<file path="src/design/apg_pkg.sv">
package apg_pkg;

    typedef logic [6:0] t_note;
    typedef logic [7:0] t_step;
    typedef logic [7:0] t_code;
    typedef logic [1:0] t_mode;
    typedef logic [1:0] t_chan;

    typedef logic [7:0][7:0] t_step_vec;

    typedef struct packed {
        logic [3:0][6:0] played;
        logic [3:0][6:0] sorted;
        logic [2:0]      count;
        t_mode           mode;
    } t_chord;

    localparam t_mode MODE_SILENT = 2'd3;
    localparam t_chan LAST_CHAN   = 2'd3;

    localparam logic [1:0] OFS_NONE  = 2'd0;
    localparam logic [1:0] OFS_THIRD = 2'd1;
    localparam logic [1:0] OFS_FIFTH = 2'd2;

    localparam t_step THIRD_STEP = 8'd4;
    localparam t_step FIFTH_STEP = 8'd7;

    localparam t_code RS = 8'h00;
    localparam t_code PA = 8'h80;
    localparam t_code PB = 8'h81;
    localparam t_code PC = 8'h82;
    localparam t_code PD = 8'h83;
    localparam t_code SA = 8'h84;
    localparam t_code SB = 8'h85;
    localparam t_code SC = 8'h86;
    localparam t_code SD = 8'h87;
    localparam t_code A4 = 8'h90;
    localparam t_code B4 = 8'h91;
    localparam t_code A7 = 8'hA0;

    // [note count - 1][mode][channel][step]
    localparam t_code PAT_TAB [4][3][4][8] = '{
        '{
            '{ '{PA,RS,RS,RS,RS,RS,RS,RS}, '{PA,A4,RS,RS,RS,RS,RS,RS},
               '{PA,A4,A7,RS,RS,RS,RS,RS}, '{A7,A4,PA,RS,RS,RS,RS,RS} },
            '{ '{PA,A4,A7,A4,RS,RS,RS,RS}, '{A7,A4,PA,A4,RS,RS,RS,RS},
               '{PA,A7,A4,A7,RS,RS,RS,RS}, '{A4,A7,PA,A7,RS,RS,RS,RS} },
            '{ '{PA,A4,A7,A7,A4,PA,RS,RS}, '{A7,A4,PA,PA,A4,A7,RS,RS},
               '{PA,A7,A4,A4,A7,PA,RS,RS}, '{A4,A7,PA,PA,A7,A4,RS,RS} }
        },
        '{
            '{ '{PA,PB,RS,RS,RS,RS,RS,RS}, '{PA,PA,PB,PB,RS,RS,RS,RS},
               '{PA,A4,PB,B4,RS,RS,RS,RS}, '{B4,PB,A4,PA,RS,RS,RS,RS} },
            '{ '{PA,A4,PB,B4,PB,A4,RS,RS}, '{B4,PB,A4,PA,A4,PB,RS,RS},
               '{PA,PB,A4,B4,A4,PB,RS,RS}, '{B4,A4,PB,PA,PB,A4,RS,RS} },
            '{ '{PA,A4,PB,B4,B4,PB,A4,PA}, '{B4,PB,A4,PA,PA,A4,PB,B4},
               '{PA,PB,A4,B4,B4,A4,PB,PA}, '{B4,A4,PB,PA,PA,PB,A4,B4} }
        },
        '{
            '{ '{SA,SB,SC,RS,RS,RS,RS,RS}, '{SC,SB,SA,RS,RS,RS,RS,RS},
               '{PA,PB,PC,RS,RS,RS,RS,RS}, '{PC,PB,PA,RS,RS,RS,RS,RS} },
            '{ '{SA,SB,SC,SB,RS,RS,RS,RS}, '{SC,SB,SA,SB,RS,RS,RS,RS},
               '{PA,PB,PC,PB,RS,RS,RS,RS}, '{PC,PB,PA,PB,RS,RS,RS,RS} },
            '{ '{SA,SB,SC,SC,SB,SA,RS,RS}, '{SC,SB,SA,SA,SB,SC,RS,RS},
               '{PA,PB,PC,PC,PB,PA,RS,RS}, '{PC,PB,PA,PA,PB,PC,RS,RS} }
        },
        '{
            '{ '{SA,SB,SC,SD,RS,RS,RS,RS}, '{SD,SC,SB,SA,RS,RS,RS,RS},
               '{PA,PB,PC,PD,RS,RS,RS,RS}, '{PD,PC,PB,PA,RS,RS,RS,RS} },
            '{ '{SA,SB,SC,SD,SC,SB,RS,RS}, '{SD,SC,SB,SA,SB,SC,RS,RS},
               '{PA,PB,PC,PD,PC,PB,RS,RS}, '{PD,PC,PB,PA,PB,PC,RS,RS} },
            '{ '{SA,SB,SC,SD,SD,SC,SB,SA}, '{SD,SC,SB,SA,SA,SB,SC,SD},
               '{PA,PB,PC,PD,PD,PC,PB,PA}, '{PD,PC,PB,PA,PA,PB,PC,PD} }
        }
    };

endpackage

</file>
<file path="src/design/apg_chord_if.sv">
interface apg_chord_if;
    logic          valid;
    logic          ready;
    apg_pkg::t_note slot_one_note;
    apg_pkg::t_note slot_two_note;
    apg_pkg::t_note slot_three_note;
    apg_pkg::t_note slot_four_note;

    modport source (
        output valid, slot_one_note, slot_two_note, slot_three_note, slot_four_note,
        input  ready
    );
    modport sink (
        input  valid, slot_one_note, slot_two_note, slot_three_note, slot_four_note,
        output ready
    );
endinterface

</file>
<file path="src/design/apg_pattern_if.sv">
interface apg_pattern_if;
    logic           valid;
    logic           ready;
    apg_pkg::t_chan channel;
    apg_pkg::t_step step_zero;
    apg_pkg::t_step step_one;
    apg_pkg::t_step step_two;
    apg_pkg::t_step step_three;
    apg_pkg::t_step step_four;
    apg_pkg::t_step step_five;
    apg_pkg::t_step step_six;
    apg_pkg::t_step step_seven;
    logic           last;

    modport source (
        output valid, channel, step_zero, step_one, step_two, step_three,
               step_four, step_five, step_six, step_seven, last,
        input  ready
    );
    modport sink (
        input  valid, channel, step_zero, step_one, step_two, step_three,
               step_four, step_five, step_six, step_seven, last,
        output ready
    );
endinterface

</file>
<file path="src/design/apg_chord_prep.sv">
module apg_chord_prep (
    input  apg_pkg::t_note  i_note_one,
    input  apg_pkg::t_note  i_note_two,
    input  apg_pkg::t_note  i_note_three,
    input  apg_pkg::t_note  i_note_four,
    input  apg_pkg::t_mode  i_mode,
    output apg_pkg::t_chord o_chord
);

    logic [3:0][6:0] slots;
    logic [3:0][6:0] played;
    logic [3:0][6:0] srt;
    logic [2:0]      cnt;
    logic [6:0]      tmp;

    assign slots = {i_note_four, i_note_three, i_note_two, i_note_one};

    // compact held notes in slot order
    always_comb begin
        played = '0;
        cnt    = 3'd0;
        for (int i = 0; i < 4; i++) begin
            if (slots[i] != 7'd0) begin
                played[cnt[1:0]] = slots[i];
                cnt              = cnt + 3'd1;
            end
        end
    end

    // five compare-exchange network, empty slots sink to the front
    always_comb begin
        srt = slots;
        tmp = '0;
        if (srt[0] > srt[1]) begin
            tmp = srt[0]; srt[0] = srt[1]; srt[1] = tmp;
        end
        if (srt[2] > srt[3]) begin
            tmp = srt[2]; srt[2] = srt[3]; srt[3] = tmp;
        end
        if (srt[0] > srt[2]) begin
            tmp = srt[0]; srt[0] = srt[2]; srt[2] = tmp;
        end
        if (srt[1] > srt[3]) begin
            tmp = srt[1]; srt[1] = srt[3]; srt[3] = tmp;
        end
        if (srt[1] > srt[2]) begin
            tmp = srt[1]; srt[1] = srt[2]; srt[2] = tmp;
        end
    end

    assign o_chord.played = played;
    assign o_chord.sorted = srt;
    assign o_chord.count  = cnt;
    assign o_chord.mode   = i_mode;

endmodule

</file>
<file path="src/design/apg_pattern_gen.sv">
module apg_pattern_gen (
    input  apg_pkg::t_chord    i_chord,
    input  apg_pkg::t_chan     i_chan,
    output apg_pkg::t_step_vec o_steps
);

    logic           silent;
    logic [1:0]     cnt_idx;
    logic [1:0]     mode_idx;
    apg_pkg::t_code code;
    logic [1:0]     sel;
    logic [6:0]     note;
    apg_pkg::t_step ofs;

    assign silent   = (i_chord.count == 3'd0) || (i_chord.mode == apg_pkg::MODE_SILENT);
    assign cnt_idx  = i_chord.count[1:0] - 2'd1;
    assign mode_idx = silent ? 2'd0 : i_chord.mode;

    always_comb begin
        o_steps = '0;
        code    = '0;
        sel     = '0;
        note    = '0;
        ofs     = '0;
        for (int st = 0; st < 8; st++) begin
            code = apg_pkg::PAT_TAB[cnt_idx][mode_idx][i_chan][st];
            // sorted list: held notes sit at the top, index minus count mod 4
            sel  = code[1:0] - i_chord.count[1:0];
            note = code[2] ? i_chord.sorted[sel] : i_chord.played[code[1:0]];
            case (code[5:4])
                apg_pkg::OFS_THIRD: ofs = apg_pkg::THIRD_STEP;
                apg_pkg::OFS_FIFTH: ofs = apg_pkg::FIFTH_STEP;
                default:            ofs = 8'd0;
            endcase
            if (!silent && code[7]) begin
                o_steps[st] = {1'b0, note} + ofs;
            end
        end
    end

endmodule

</file>
<file path="src/design/arpeggio_pattern_generator.sv">
// arpeggio pattern generator
// i_chord (sink): one word is a chord of four note slots, 0 marks an empty slot.
// o_pattern (source): four words per chord, channels 0 to 3 in order, each with
// eight pattern steps; last is set on the channel 3 word.
// i_cfg_we / i_cfg_wdata: writes arp_mode (0 to 2 pick a pattern set, 3 is
// silent); write only while no chord is in flight.
// a chord accepted is loaded into the chord register; when the output register is
// free, its channel 0 word enters the output register, then one word per
// cycle while o_pattern.ready is high.
// the single pattern unit produces one channel word per cycle from the
// registered chord while the output register is free.
// the next chord is taken in the cycle its predecessor's channel 3 word moves
// to the output register, so back-to-back chords stream without gaps.
// reset (synchronous, active low) empties the chord and output registers and
// sets arp_mode to 0.
// when the receiver stalls, the output word holds and the chord register holds,
// so i_chord.ready stays low until the channel 3 word can move to the output.
module arpeggio_pattern_generator (
    input  logic              i_clk,
    input  logic              i_rst_n,
    apg_chord_if.sink         i_chord,
    apg_pattern_if.source     o_pattern,
    input  logic              i_cfg_we,
    input  apg_pkg::t_mode    i_cfg_wdata
);

    apg_pkg::t_mode     r_mode;
    apg_pkg::t_chord    r_chord;
    logic               r_chord_valid;
    apg_pkg::t_chan     r_chan;
    logic               r_out_valid;
    apg_pkg::t_chan     r_out_chan;
    apg_pkg::t_step_vec r_out_steps;
    logic               r_out_last;

    apg_pkg::t_chord    n_chord;
    apg_pkg::t_step_vec n_steps;
    logic               out_free;
    logic               take;
    logic               chord_done;
    logic               accept;

    apg_chord_prep u_prep (
        .i_note_one   (i_chord.slot_one_note),
        .i_note_two   (i_chord.slot_two_note),
        .i_note_three (i_chord.slot_three_note),
        .i_note_four  (i_chord.slot_four_note),
        .i_mode       (r_mode),
        .o_chord      (n_chord)
    );

    apg_pattern_gen u_gen (
        .i_chord (r_chord),
        .i_chan  (r_chan),
        .o_steps (n_steps)
    );

    assign out_free      = !r_out_valid || o_pattern.ready;
    assign take          = r_chord_valid && out_free;
    assign chord_done    = take && (r_chan == apg_pkg::LAST_CHAN);
    assign i_chord.ready = !r_chord_valid || chord_done;
    assign accept        = i_chord.valid && i_chord.ready;

    always_ff @(posedge i_clk) begin
        if (!i_rst_n) begin
            r_mode        <= '0;
            r_chord_valid <= 1'b0;
            r_chan        <= '0;
            r_out_valid   <= 1'b0;
        end else begin
            if (i_cfg_we) begin
                r_mode <= i_cfg_wdata;
            end
            if (accept) begin
                r_chord_valid <= 1'b1;
            end else if (chord_done) begin
                r_chord_valid <= 1'b0;
            end
            if (take) begin
                r_chan <= r_chan + 2'd1;
            end
            if (take) begin
                r_out_valid <= 1'b1;
            end else if (o_pattern.ready) begin
                r_out_valid <= 1'b0;
            end
        end
    end

    always_ff @(posedge i_clk) begin
        if (accept) begin
            r_chord <= n_chord;
        end
        if (take) begin
            r_out_chan  <= r_chan;
            r_out_steps <= n_steps;
            r_out_last  <= (r_chan == apg_pkg::LAST_CHAN);
        end
    end

    assign o_pattern.valid      = r_out_valid;
    assign o_pattern.channel    = r_out_chan;
    assign o_pattern.step_zero  = r_out_steps[0];
    assign o_pattern.step_one   = r_out_steps[1];
    assign o_pattern.step_two   = r_out_steps[2];
    assign o_pattern.step_three = r_out_steps[3];
    assign o_pattern.step_four  = r_out_steps[4];
    assign o_pattern.step_five  = r_out_steps[5];
    assign o_pattern.step_six   = r_out_steps[6];
    assign o_pattern.step_seven = r_out_steps[7];
    assign o_pattern.last       = r_out_last;

endmodule
</file>
<file path="src/flat_wrapper.sv">
// flat-port wrapper written by rule: the top's interface ports become plain ports
module arpeggio_pattern_generator_flat 
  (i_clk, i_rst_n, i_cfg_we, i_cfg_wdata, i_chord_valid, i_chord_slot_one_note, i_chord_slot_two_note, i_chord_slot_three_note, i_chord_slot_four_note, i_chord_ready, o_pattern_valid, o_pattern_channel, o_pattern_step_zero, o_pattern_step_one, o_pattern_step_two, o_pattern_step_three, o_pattern_step_four, o_pattern_step_five, o_pattern_step_six, o_pattern_step_seven, o_pattern_last, o_pattern_ready);
  apg_chord_if i_chord_i ();
  apg_pattern_if o_pattern_i ();
  input  logic i_clk;
  input  logic i_rst_n;
  input  logic i_cfg_we;
  input  apg_pkg::t_mode i_cfg_wdata;
  input wire logic [$bits(i_chord_i.valid)-1:0] i_chord_valid;
  input wire logic [$bits(i_chord_i.slot_one_note)-1:0] i_chord_slot_one_note;
  input wire logic [$bits(i_chord_i.slot_two_note)-1:0] i_chord_slot_two_note;
  input wire logic [$bits(i_chord_i.slot_three_note)-1:0] i_chord_slot_three_note;
  input wire logic [$bits(i_chord_i.slot_four_note)-1:0] i_chord_slot_four_note;
  output wire logic [$bits(i_chord_i.ready)-1:0] i_chord_ready;
  output wire logic [$bits(o_pattern_i.valid)-1:0] o_pattern_valid;
  output wire logic [$bits(o_pattern_i.channel)-1:0] o_pattern_channel;
  output wire logic [$bits(o_pattern_i.step_zero)-1:0] o_pattern_step_zero;
  output wire logic [$bits(o_pattern_i.step_one)-1:0] o_pattern_step_one;
  output wire logic [$bits(o_pattern_i.step_two)-1:0] o_pattern_step_two;
  output wire logic [$bits(o_pattern_i.step_three)-1:0] o_pattern_step_three;
  output wire logic [$bits(o_pattern_i.step_four)-1:0] o_pattern_step_four;
  output wire logic [$bits(o_pattern_i.step_five)-1:0] o_pattern_step_five;
  output wire logic [$bits(o_pattern_i.step_six)-1:0] o_pattern_step_six;
  output wire logic [$bits(o_pattern_i.step_seven)-1:0] o_pattern_step_seven;
  output wire logic [$bits(o_pattern_i.last)-1:0] o_pattern_last;
  input wire logic [$bits(o_pattern_i.ready)-1:0] o_pattern_ready;
  assign i_chord_i.valid = i_chord_valid;
  assign i_chord_i.slot_one_note = i_chord_slot_one_note;
  assign i_chord_i.slot_two_note = i_chord_slot_two_note;
  assign i_chord_i.slot_three_note = i_chord_slot_three_note;
  assign i_chord_i.slot_four_note = i_chord_slot_four_note;
  assign i_chord_ready = i_chord_i.ready;
  assign o_pattern_valid = o_pattern_i.valid;
  assign o_pattern_channel = o_pattern_i.channel;
  assign o_pattern_step_zero = o_pattern_i.step_zero;
  assign o_pattern_step_one = o_pattern_i.step_one;
  assign o_pattern_step_two = o_pattern_i.step_two;
  assign o_pattern_step_three = o_pattern_i.step_three;
  assign o_pattern_step_four = o_pattern_i.step_four;
  assign o_pattern_step_five = o_pattern_i.step_five;
  assign o_pattern_step_six = o_pattern_i.step_six;
  assign o_pattern_step_seven = o_pattern_i.step_seven;
  assign o_pattern_last = o_pattern_i.last;
  assign o_pattern_i.ready = o_pattern_ready;
  arpeggio_pattern_generator u_core (.i_clk(i_clk), .i_rst_n(i_rst_n), .i_chord(i_chord_i), .o_pattern(o_pattern_i), .i_cfg_we(i_cfg_we), .i_cfg_wdata(i_cfg_wdata));
endmodule
</file>
<file path="config.mk">
export PLATFORM = sky130hd
export DESIGN_NAME = arpeggio_pattern_generator_flat
export DESIGN_NICKNAME = d
export VERILOG_FILES = /design/src/design/apg_pkg.sv /design/src/design/apg_chord_if.sv /design/src/design/apg_pattern_if.sv /design/src/design/apg_chord_prep.sv /design/src/design/apg_pattern_gen.sv /design/src/design/arpeggio_pattern_generator.sv /design/src/flat_wrapper.sv
export SDC_FILE = /design/constraint.sdc
export NUM_CORES = 1
export LEC_CHECK = 0
export ABC_AREA = 0
export BUFFER_PORTS_ARGS = -buffer_cell sky130_fd_sc_hd__buf_2
export CORE_MARGIN = 3
export CORE_UTILIZATION = 29
export CTS_BUF_LIST = sky130_fd_sc_hd__clkbuf_16
export CTS_CLUSTER_DIAMETER = 150
export DETAILED_ROUTE_END_ITERATION = 12
export SLEW_MARGIN = 20
export SYNTH_ARGS = -nofsm -noshare
export SYNTH_HDL_FRONTEND = slang
export SYNTH_HIERARCHICAL = 1
export SYNTH_SLANG_ARGS = --single-unit
</file>
<file path="constraint.sdc">
create_clock -name i_clk -period 6.9 [get_ports i_clk]
set_input_delay 0.69 -clock i_clk [delete_from_list [all_inputs] [get_ports i_clk]]
set_output_delay 0.69 -clock i_clk [all_outputs]
set_load 0.005 [all_outputs]
</file>
==> summary.md <==
| Metric | Value |
|---|---|
| Maximum vdd ir drop | `about 0.00019 V` |
| TritonCTS clock tree | `built` |
| Critical path, cell by cell | `buf_4 -> inv_1 -> ha_1 -> nand2b_1 -> nand3_1 -> a311oi_1 -> nor2_1 -> ha_1 -> xnor2_1 -> and4_1 -> nor3_2 -> mux4_2 -> nand2_1 -> o21ai_0 -> ha_1 -> fa_1 -> a21oi_1 -> a2111oi_2 -> xnor2_1 -> nor2_1` |
| Worst path buffer plus inverter count | `2` |
| Outcome | `complete, no violations` |
| Weighted congestion reported at the end of routability-driven placement | `0.954` |
| Number of nets in the synthesized netlist | `around 1500` |
| Combinational share of power | `40.9%` |
| Horizontal die dimension | `221 um` |
| Final Hold Violating Endpoints | `0` |
| Number of flops mapped to enable cells by yosys | `roughly 130` |
| Drt pass-1 iters | `6` |
| Slowest cell on the critical path | `sky130_fd_sc_hd__a311oi_1` |
| WS Path Type | `reg2reg` |
| Number of cells in the finished layout apart from fillers | `2080` |
| Synthesis Warnings | `6` |
| Total instance count after detailed placement | `between 2000 and 2500` |
| Detailed-route via count | `12000` |
| Standard-cell rows | `78` |
| Average vias per placed instance | `between 5 and 6` |
| Layout area overhead | `12.2%` |
| Portion of the post-synthesis area used by sequential elements | `between 20 and 30%` |
| Most frequent cells in the layout | `sky130_fd_sc_hd__nand2_1 (156), sky130_fd_sc_hd__edfxtp_1 (128), sky130_fd_sc_hd__mux2i_1 (105)` |
| Floorplan core area | `45600 um^2` |
| Cell-internal power | `2.20 mW` |
| Nature of the critical path endpoint | `flip-flop` |
| Headroom to the max-slew limit | `between 20% and 30%` |
| Cell area power density | `between 200 and 250 nW/um^2` |
| Maximum fanout encountered on the critical timing path | `12` |
| Flop2flop setup slack | `roughly 0.87 ns` |
| Reported leakage power | `6.11 nW` |
| Leading area contributor after synthesis | `sky130_fd_sc_hd__edfxtp_1` |
| Via count of the first global-routing pass | `11500` |
| Fraction of power consumed by the clock network | `25.8%` |
| Die area | `49000 um^2` |
| Kind of start point of the critical path | `flip-flop` |
| Number of standard cells after synthesis | `~1400` |
| Wire length of the first global-routing pass | `69000 um` |
| Count of inserted antenna diode cells | `0` |
| Top post-synthesis cells by area | `sky130_fd_sc_hd__edfxtp_1 (29%), sky130_fd_sc_hd__mux4_2 (9.0%), sky130_fd_sc_hd__ha_1 (7.9%)` |
| Initial antenna violation count | `0` |
| Height of the die | `between 200 and 250 um` |
| Clock slew seen by the registers of the worst setup and hold paths | `around 0.06 ns` |
| Met1 Track Usage GR | `23.7%` |
| Effective utilization at floorplan | `29.5%` |
| WL final | `45200 um` |
| Latest clock arrival within the worst-skew pair | `0.45 ns` |
| Proportion of power drawn by flip-flops and latches | `33.3%` |
| Switching fraction of total power | `38.5%` |
| Total half-perimeter wirelength after legalization and detailed placement | `34300 um` |
| Drc violations | `0` |
| Num Clock Sinks | `134` |
| Gate family responsible for the most delay along the worst path | `simple AND/OR/NAND/NOR gates` |
| Total of max-cap violations | `0` |
| GRT overflow | `0` |
| Crit-path most repeated cell | `sky130_fd_sc_hd__ha_1` |
| Worst EP arrival | `around 6.2 ns` |
| Number of buffers added by the clock tree synthesis step | `17` |
| Count of buffers from port buffering | `103` |
| Portion of synthesized cell area occupied by the leading cell type | `between 20% and 30%` |
| Max incr delay on CP | `0.68 ns` |
| Async set-reset flop share out of synthesis | `0%` |
| Synth Area per Inst | `9.60 um^2` |
| Final Critical Period | `6.03 ns` |
| Cts-stage hold buffer count | `0` |
| Initial drt markers | `1316` |
| Transition at the pin with the smallest max-transition slack | `~1.1 ns` |
| CTS max path bufs | `2` |
| Post-synthesis cell type count | `105` |
| Path type of the worst min-delay path | `reg2reg` |
| Global route hottest layer | `met2` |
| Pins over their slew limit | `0` |
| Most common cell after layout, fill and taps aside | `sky130_fd_sc_hd__nand2_1` |
| Maximum number of pins on one net before global-route repair | `70` |
| Met3 track utilization from global routing | `2.87%` |
| RSZ-0062 raised after global routing | `false` |
| Met2 track demand over resource | `between 20% and 30%` |
| Net count reported at finish | `1593` |
| Max Clock Freq | `approximately 170 MHz` |
| Antenna Nets Post-Route | `0` |
| Final worst hold slack | `0.447 ns` |
| Number of gates resized after cts | `0` |
| Final-layout setup total negative slack | `0 ns` |
| Fraction of layout cells with a size suffix above 1 | `20.0%` |
| Top FF cell, synth | `sky130_fd_sc_hd__edfxtp_1` |
| Total of endpoints with negative setup slack in the final report | `0` |
| Worst Path Required | `7.09 ns` |
| Average wire length per cell after detail routing | `between 20 and 25 um` |
| Clock Skew | `about 0.0092 ns` |
| Count of state elements after synthesis | `134` |
| Total GRT Usage | `a little under a fifth` |
| Switching power | `1.38 mW` |
| Ports placed on the boundary | `104` |
| Clock H-tree levels | `4` |
| Post-Synthesis Cell Area | `13500 um^2` |
| Part of the cycle the worst path needs | `87.4%` |
| Setup bufs post-CTS | `0` |
| Root cell of the clock tree | `sky130_fd_sc_hd__clkbuf_16` |
-- flip-flops by register name, summed over array words and instances (netlist names) --
signal,flops
u_core/o_pattern.channel,2
u_core/o_pattern.last,1
u_core/o_pattern.step_five,8
u_core/o_pattern.step_four,8
u_core/o_pattern.step_one,8
u_core/o_pattern.step_seven,8
u_core/o_pattern.step_six,8
u_core/o_pattern.step_three,8
u_core/o_pattern.step_two,8
u_core/o_pattern.step_zero,8
u_core/o_pattern.valid,1
u_core/r_chan,2
u_core/r_chord,61
u_core/r_chord_valid,1
u_core/r_mode,2
-- cell type report --
class,count,area (um^2)
Fill cell,4656,30500
Multi-Input combinational cell,1121,8830
Sequential cell,134,3970
Tap cell,600,751
Timing Repair Buffer,129,711
Clock buffer,17,425
Inverter,64,240
Clock inverter,15,175
-- kinds of logic (layout without fill, tap and decap cells) --
kind of cell | Yosys count | count (layout) | synth area share [%]
simple gates | 478 | 478 | 17.8
mux | 194 | 194 | 19.9
buf+inv | 146 | 225 | 4.94
fa+ha+maj | 91 | 91 | 8.80
xor+xnor | 38 | 38 | 2.90
flops | 134 | 134 | 29.5
compound gates | 320 | 320 | 16.2
-- worst paths after layout --
kind	startpoint	to	cells past startpoint
worst min-delay path	u_core/r_mode[0]	u_core/r_chord[0]	0
worst min register to register	u_core/r_mode[0]	u_core/r_chord[0]	0
worst max-delay path	u_core/r_chord[3]	u_core/o_pattern.step_five[6]	20
worst max register to register	u_core/r_chord[3]	u_core/o_pattern.step_five[6]	20
-- layer usage --
metal,up-vias,share of wire (%)
met4,0,5.2
met5,-,0
met1,5828,42
li1,5449,-
met3,113,6.7
met2,590,46
-- per-stage QoR --
| step | util (%) | area (um^2) | total power, mW | setup WS, ns |
|---|---|---|---|---|
| global placement | 31.8 | 14500 | 2.62 | 1.01 |
| CTS | 33.1 | 15100 | 3.59 | 0.997 |
| global route | 33.1 | 15100 | 3.78 | 0.451 |
| floorplan | - | 13500 | 2.19 | 1.67 |
| finish | 33.1 | 15100 | 3.58 | 0.872 |
| detailed placement | 31.8 | 14500 | 2.65 | 0.826 |
-- cells in the mapped netlist (13+ instances only) --
cell type                    n
sky130_fd_sc_hd__xnor2_1    25
sky130_fd_sc_hd__and3_1     17
sky130_fd_sc_hd__nor3_1     23
sky130_fd_sc_hd__nand2b_1   21
sky130_fd_sc_hd__nor2b_1    13
sky130_fd_sc_hd__a211oi_1   26
sky130_fd_sc_hd__a21oi_1    81
sky130_fd_sc_hd__nand2_1   156
sky130_fd_sc_hd__inv_1      60
sky130_fd_sc_hd__mux4_2     54
sky130_fd_sc_hd__nand3_1    41
sky130_fd_sc_hd__o21ai_0    67
sky130_fd_sc_hd__o221ai_1   14
sky130_fd_sc_hd__and2_1     21
sky130_fd_sc_hd__clkbuf_1   32
sky130_fd_sc_hd__ha_1       85
sky130_fd_sc_hd__nor2_1     99
sky130_fd_sc_hd__a31oi_1    16
sky130_fd_sc_hd__edfxtp_1  128
sky130_fd_sc_hd__buf_1      15
sky130_fd_sc_hd__mux2_2     29
sky130_fd_sc_hd__mux2i_1   105
sky130_fd_sc_hd__a21o_1     13
sky130_fd_sc_hd__nand4_1    13
sky130_fd_sc_hd__buf_2      19
-- power by group through the flow --
stage | registers [mW] | clock network, mW | logic, mW
after floorplan | 1.11 | 0 | 1.08
after global placement | 1.20 | 0 | 1.42
after detailed placement | 1.20 | 0 | 1.45
after CTS | 1.18 | 0.951 | 1.46
after global routing | 1.20 | 0.987 | 1.59
final | 1.19 | 0.921 | 1.46
Power figures use the tool's default switching activity.
